===== src/design/rmq_pkg.sv =====
// Types and codes for the running median queue.
// No dependencies; used by the controller, datapath, top level and checker.
package rmq_pkg;

	localparam logic OP_INSERT = 1'b0;
	localparam logic OP_TAKE   = 1'b1;

	localparam logic [1:0] ST_OK    = 2'd0;
	localparam logic [1:0] ST_EMPTY = 2'd1;
	localparam logic [1:0] ST_FULL  = 2'd2;

	typedef struct packed {
		logic               op;
		logic signed [31:0] value;
	} req_t;

	typedef struct packed {
		logic signed [31:0] median;
		logic [1:0]         status;
		logic [10:0]        count_after;
	} rsp_t;

	typedef enum logic [3:0] {
		S_IDLE, S_DECIDE, S_INS_CHECK, S_INS_CMP,
		S_TAKE_READ, S_TAKE_GRAB, S_SHIFT_CHECK, S_SHIFT_WR, S_FINISH
	} state_t;

	typedef enum logic [3:0] {
		DP_NOP, DP_LOAD, DP_INS_READ, DP_INS_MOVE, DP_INS_PLACE,
		DP_TAKE_READ, DP_TAKE_GRAB, DP_SHIFT_READ, DP_SHIFT_WRITE,
		DP_TAKE_DONE, DP_EMIT
	} dp_cmd_t;

	typedef struct packed {
		logic is_take;
		logic refused;
		logic ins_bottom;
		logic ins_bigger;
		logic shift_done;
		logic out_free;
	} dp_stat_t;

endpackage


===== src/design/rmq_ctrl.sv =====
// Request sequencer for the running median queue.
// Depends on rmq_pkg; drives the datapath commands.
module rmq_ctrl (
	input  logic              clk,
	input  logic              arst_n,
	input  logic              req_valid,
	output logic              req_ready,
	input  rmq_pkg::dp_stat_t stat,
	output rmq_pkg::dp_cmd_t  cmd
);
	import rmq_pkg::*;

	state_t state_q, state_d;

	always_ff @(posedge clk or negedge arst_n) begin
		if (!arst_n) begin
			state_q <= S_IDLE;
		end else begin
			state_q <= state_d;
		end
	end

	always_comb begin
		state_d = state_q;
		unique case (state_q)
			S_IDLE: begin
				if (req_valid) state_d = S_DECIDE;
			end
			S_DECIDE: begin
				if (stat.refused)      state_d = S_FINISH;
				else if (stat.is_take) state_d = S_TAKE_READ;
				else                   state_d = S_INS_CHECK;
			end
			S_INS_CHECK: begin
				state_d = stat.ins_bottom ? S_FINISH : S_INS_CMP;
			end
			S_INS_CMP: begin
				state_d = stat.ins_bigger ? S_INS_CHECK : S_FINISH;
			end
			S_TAKE_READ:   state_d = S_TAKE_GRAB;
			S_TAKE_GRAB:   state_d = S_SHIFT_CHECK;
			S_SHIFT_CHECK: begin
				state_d = stat.shift_done ? S_FINISH : S_SHIFT_WR;
			end
			S_SHIFT_WR:    state_d = S_SHIFT_CHECK;
			S_FINISH: begin
				if (stat.out_free) state_d = S_IDLE;
			end
			default:       state_d = S_IDLE;
		endcase
	end

	always_comb begin
		req_ready = 1'b0;
		cmd       = DP_NOP;
		unique case (state_q)
			S_IDLE: begin
				req_ready = 1'b1;
				if (req_valid) cmd = DP_LOAD;
			end
			S_DECIDE:      cmd = DP_NOP;
			S_INS_CHECK:   cmd = stat.ins_bottom ? DP_INS_PLACE : DP_INS_READ;
			S_INS_CMP:     cmd = stat.ins_bigger ? DP_INS_MOVE : DP_INS_PLACE;
			S_TAKE_READ:   cmd = DP_TAKE_READ;
			S_TAKE_GRAB:   cmd = DP_TAKE_GRAB;
			S_SHIFT_CHECK: cmd = stat.shift_done ? DP_TAKE_DONE : DP_SHIFT_READ;
			S_SHIFT_WR:    cmd = DP_SHIFT_WRITE;
			S_FINISH:      cmd = stat.out_free ? DP_EMIT : DP_NOP;
			default:       cmd = DP_NOP;
		endcase
	end

endmodule


===== config.mk =====
export PLATFORM = sky130hd
export DESIGN_NAME = rmq_ctrl
export DESIGN_NICKNAME = d
export VERILOG_FILES = /design/src/design/rmq_pkg.sv /design/src/design/rmq_ctrl.sv
export SDC_FILE = /design/constraint.sdc
export NUM_CORES = 1
export LEC_CHECK = 0
export BUFFER_PORTS_ARGS = -buffer_cell sky130_fd_sc_hd__buf_2
export CAP_MARGIN = 20
export CORE_AREA = 8 8 45 47
export CTS_BUF_LIST = sky130_fd_sc_hd__clkbuf_2 sky130_fd_sc_hd__clkbuf_4 sky130_fd_sc_hd__clkbuf_8
export DETAILED_ROUTE_END_ITERATION = 12
export DIE_AREA = 0 0 53 55
export HOLD_SLACK_MARGIN = 0.03
export SLEW_MARGIN = 20
export SYNTH_ARGS = -nofsm -noshare
export SYNTH_HDL_FRONTEND = slang
export SYNTH_SLANG_ARGS = --single-unit

===== constraint.sdc =====
create_clock -name clk -period 1.6 [get_ports clk]
set_clock_uncertainty 0.2 [all_clocks]
set_input_delay 0.4 -clock clk [delete_from_list [all_inputs] [get_ports clk]]
set_output_delay 0.4 -clock clk [all_outputs]
set_load 0.02 [all_outputs]

After elaboration in Yosys (flattened, before gate mapping):

Index checks and enable logic that the tools add are counted.

* flip-flop bits (word level): 4
* bits in latches: 0
* RAM bits: 0
* ROM bits: 0
* bits of input ports: 9
* word-level logic and storage cells: 29
* memories kept: 0

* $add $sub $neg: 0
* $mul: 0
* divide/modulo/power cells: 0
* magnitude comparators: 0
* equal/unequal tests: 10
* shift operators: 0
* mux-type cells: 15
* bitwise logic cells: 0
* reduce and logical (&&, ||, !) cells: 3

Operators by type and width (count)
* 4-bit one-hot mux with 8 select lines: 2
* 4-bit two-way mux: 8
* 4-bit by 3-bit equality test with 1-bit output (second input constant): 4
* 3-bit two-way mux: 3
* 4-bit by 2-bit equality test with 1-bit output (second input constant): 2
* 4-bit by 1-bit equality test with 1-bit output (second input constant): 1
* 4-bit equality test (second input constant): 1
* 4-bit logical NOT: 1
* 2-bit inequality test (second input constant): 2
* 1-bit two-way mux: 2
* 2-bit AND reduction: 1
* 2-bit OR reduction: 1

Longest topological paths before layout:

* depth in word-level cells: 3
* gate-level depth with buffers: 4
* mapped depth without buffers: 3

Least setup slack after synthesis:

No wires, ideal clock.

* path type: reg2out
* from: register state_q[0]
* to: output req_ready
* arrival time: 1305 ps
* slack: -305 ps
* cell stages (with the launch flop): 3
* path buffers: 1
* path through: dfrtp_1 > clkbuf_1 > nor4_1

* cells in the longest elaborated chain, start to end: 2

RTL lines
* start, declared: RTL line rmq_ctrl.sv:13 `state_t state_q, state_d;`
* start signal, assigned: RTL line rmq_ctrl.sv:19 `state_q <= state_d;`
* 4-bit logical NOT: RTL line rmq_ctrl.sv:56 `unique case (state_q)`
* 1-bit two-way mux: RTL line rmq_ctrl.sv:56
* end, declared: RTL line rmq_ctrl.sv:7 `output logic req_ready,`

Every way passes these cells.

Final worst setup path:

* from: register state_q[0]
* to: output cmd[1]

* cells in the longest elaborated chain, start to end: 2
* elaborated cells between the ends (all ways): 9
* classes of those cells: 7 x eq/ne; 1 x mux; 1 x reduce/logical

RTL lines
* 4-bit equality test (tied with other cells): RTL line rmq_ctrl.sv:56
* 4-bit one-hot mux with 8 select lines (*): RTL line rmq_ctrl.sv:56
* end, declared: RTL line rmq_ctrl.sv:9 `output rmq_pkg::dp_cmd_t cmd`

Mark *: on every way between the ends. The rest lies on a longest branch, timed or not.

==> results by group <==
Flow run
  • Count of max-cap constraint violations: 0

Critical path
  • Nature of the critical path startpoint: flop
  • Cell type of the slowest stage on the worst timing path: sky130_fd_sc_hd__or4b_4
  • List of cells traversed by the critical path: nor2b_4 -> or4b_4 -> o211ai_1 -> buf_4
  • Req. time, crit path: 1000 ps
  • CP Max Fanout: 4
  • Number of buffers and inverters on the critical path: 1
  • Startpoint-to-endpoint class of the critical path: reg2out
  • Worst endpoint data arrival time: between 1500 and 2000 ps
  • Critical Path End Type: output port
  • Worst path max stage delay: between 500 and 600 ps
  • Category of cells accounting for the largest share of critical-path delay: simple AND/OR/NAND/NOR gates

Place
  • Quantity of I/O buffers inserted on ports: 13
  • HPWL reported at the end of detailed placement: between 800 and 900 um
  • Final weighted congestion in routability-driven placement: a little over 0.7

Pwr
  • Static Leak: approximately 0.36 nW
  • Total Power Consumption: approximately 0.0013 W
  • Pwr dens: 1640 nW/um2
  • Worst ir drop on vdd: around 0.57 mV

Floorplanning
  • Chip height: 55 um
  • Width of the chip: roughly 53 um
  • Row count: 14
  • Ports: 14
  • Initial standard-cell utilization of the core: between 20% and 30%
  • Full die area: between 2000 and 3000 um2
  • Area of the core: 1384 um2

Layout
  • Signed area change from the synthesized netlist to the final layout: 99.05%
  • Largest reg by FF count: state_q
  • Share of layout cells above drive strength 1: ~68%
  • Regs by FF count: state_q (4)
  • Combined area of the multi-input logic cells: around 340 um2
  • Sequential standard cell area: 100.1 um2
  • Layout Nets: 95
  • Flip-flop count of the largest register after layout: 4
  • Fill cells: roughly 120
  • Antenna diodes: 0

Timing
  • Final number of max-transition violations: 0
  • RSZ-0062 raised after global routing: true
  • Top achievable clock speed: ~460 MHz
  • Hold Violations, Final: 0
  • Slew HR: 82.68%
  • Post-route setup slack: -569.2 ps
  • Final setup violation count: 7
  • Post-route setup TNS: -2100 ps
  • Period utilisation layout: 135.6%
  • Shortest period the worst path allows: 2169 ps
  • Actual transition at the worst max-transition pin: 257.6 ps

Global route
  • Total grt overflow: 0
  • Initial antenna violation count: 0
  • Number of global-route vias before repair: between 500 and 600
  • Maximum number of pins on one net before global-route repair: 11
  • First-pass GRT wire length: roughly 2.1 mm
  • All-layer global routing usage: 9.753%

CTS
  • Clock buffer count from CTS: 3
  • Clock Pin Slew Worst Setup and Hold Paths: roughly 40 ps
  • Clock tree buffer depth: 2
  • TritonCTS clock tree: yes
  • Worst skew pair latency: about 230 ps
  • Sinks on the clock net: 4
  • Number of levels in the clock H-tree: 1
  • Clock root buffer master: sky130_fd_sc_hd__clkbuf_4

Drt
  • Final antenna-violating net count: 0
  • Detailed-route wire length per cell: between 10 and 15 um
  • Detailed router's first-iteration violation count: 5
  • Number of vias in the routed layout: approximately 500
  • Via density per instance: around 5.1
  • Total detailed-routing wirelength: 1.334 mm
  • Number of iterations in the first detailed-routing pass: 3
  • Remaining DRCs: 0

Outcome
  • Result of the run: complete, but fails checks
  • Failing checks: negative setup slack

Yosys
  • Synthesis Warnings: 0
  • Syn Std Cell Area: ~400 um2
  • Async S/R FF share, synth: 100.0%
  • Mean area per synthesized cell: between 8 and 9 um2
  • Post-synthesis register bit count: 4
  • Primary FF master, synth: sky130_fd_sc_hd__dfrtp_1
  • Number of flops mapped to enable cells by yosys: 0
  • Synthesized instance count: between 40 and 50
  • Share of the yosys chip area belonging to registers: about 25%
  • Number of distinct library cells after synthesis: 28
  • Post-synth net total: 58

Hold path
  • Class of the most critical hold timing path: in2reg
==> cells in the final DEF, fill, tap and decap left out, types with 2 or more instances in the layout <==
cell                       instances
sky130_fd_sc_hd__buf_4            19
sky130_fd_sc_hd__buf_2             8
sky130_fd_sc_hd__buf_6             7
sky130_fd_sc_hd__dfrtp_1           4
sky130_fd_sc_hd__nor2b_1           3
sky130_fd_sc_hd__a21oi_2           3
sky130_fd_sc_hd__inv_1             3
sky130_fd_sc_hd__clkbuf_4          3
sky130_fd_sc_hd__nand2b_4          2
sky130_fd_sc_hd__o211ai_1          2
sky130_fd_sc_hd__nand3_1           2
sky130_fd_sc_hd__o21ai_0           2
sky130_fd_sc_hd__nor2_1            2
sky130_fd_sc_hd__a21oi_1           2
==> repair_timing <==
| action | in CTS | in global routing |
|---|---|---|
| gates resized for setup | 21 | 3 |
| hold buffers | 1 | 0 |
| pin swaps | 3 | 3 |
| hold endpoints to repair | 4 | 0 |
| buffers inserted | 4 | 4 |
| endpoints found under the setup margin | 7 | 7 |
==> per-layer routing <==
layer / up-vias / track usage (%) / share of wire [%]
met5: - / 0 / 0
met4: 0 / 6.466 / 0
met3: 0 / 1.872 / 4.7
met2: 12 / 16.99 / 55
met1: 246 / 10.57 / 40
li1: 250 / - / -
==> cells by family after synthesis <==
| logic type | share of synthesized area [%] |
|---|---|
| AO/OA/AOI/OAI | 26.90 |
| buffers and inverters | 10.76 |
| flip-flops | 25.32 |
| multiplexers | 2.848 |
| AND/OR/NAND/NOR | 34.18 |
==> synth_stat cells (all sizes together), types with 2 or more instances <==
cell type	n	area, um2
nor2	4	15.01
nor2b	4	25.02
a21oi	5	25.02
nand2b	2	12.51
inv	3	11.26
dfrtp	4	100.1
buf	3	27.52
o21ai	3	15.01
nand3	2	10.01
o211ai	2	15.01
==> final cells by class <==
| cell class | count | share of cell area, % |
|---|---|---|
| flip-flops and latches | 4 | 12.72 |
| repair buffers | 36 | 37.04 |
| clock buffers | 3 | 2.862 |
| multi-input cells | 38 | 43.40 |
| inverters | 3 | 1.431 |
| well taps | 16 | 2.544 |
==> worst paths after layout <==
| kind | start | to | cells past startpoint | slack [ps] |
|---|---|---|---|---|
| max | state_q[0] | cmd[1] | 4 | -570 |
| max reg2reg | state_q[1] | state_q[1] | 5 | -30 |
| min | stat[5] | state_q[1] | 2 | 210 |
| max in group asynchronous | arst_n | state_q[2] | 2 | 780 |
| min in group asynchronous | arst_n | state_q[0] | 2 | 300 |
| min reg2reg | state_q[1] | state_q[0] | 2 | 390 |
==> worst register-to-register path: cells and delay by family (launching register included) <==
family / cells / cell delay [ps]
simple gates: 2 / 570
flops: 1 / 370
buf+inv: 2 / 240
compound gates: 1 / 160
==> where the power goes <==
part / internal (W) / total [W] / switching, W
Clock: 0.0000838 / 0.000123 / 0.0000392
Sequential: 0.000137 / 0.000160 / 0.0000234
Combinational: 0.000554 / 0.00101 / 0.000454
==> per-stage QoR <==
step                hold slack, ps  util (%)  cell area (um2)  std cells  setup slack [ps]
global placement             4.003     42.68            590.6         90            -405.3
global route                 210.6     56.87            787.0        100            -624.9
finish                       213.4     56.87            787.0        100            -569.2
CTS                          207.9     52.62            728.2         97            -570.6
detailed placement           5.392     42.68            590.6         90            -412.5
floorplan                   -95.59         -            426.7         49            -287.9
No activity file was read; power rests on OpenSTA's default activity.
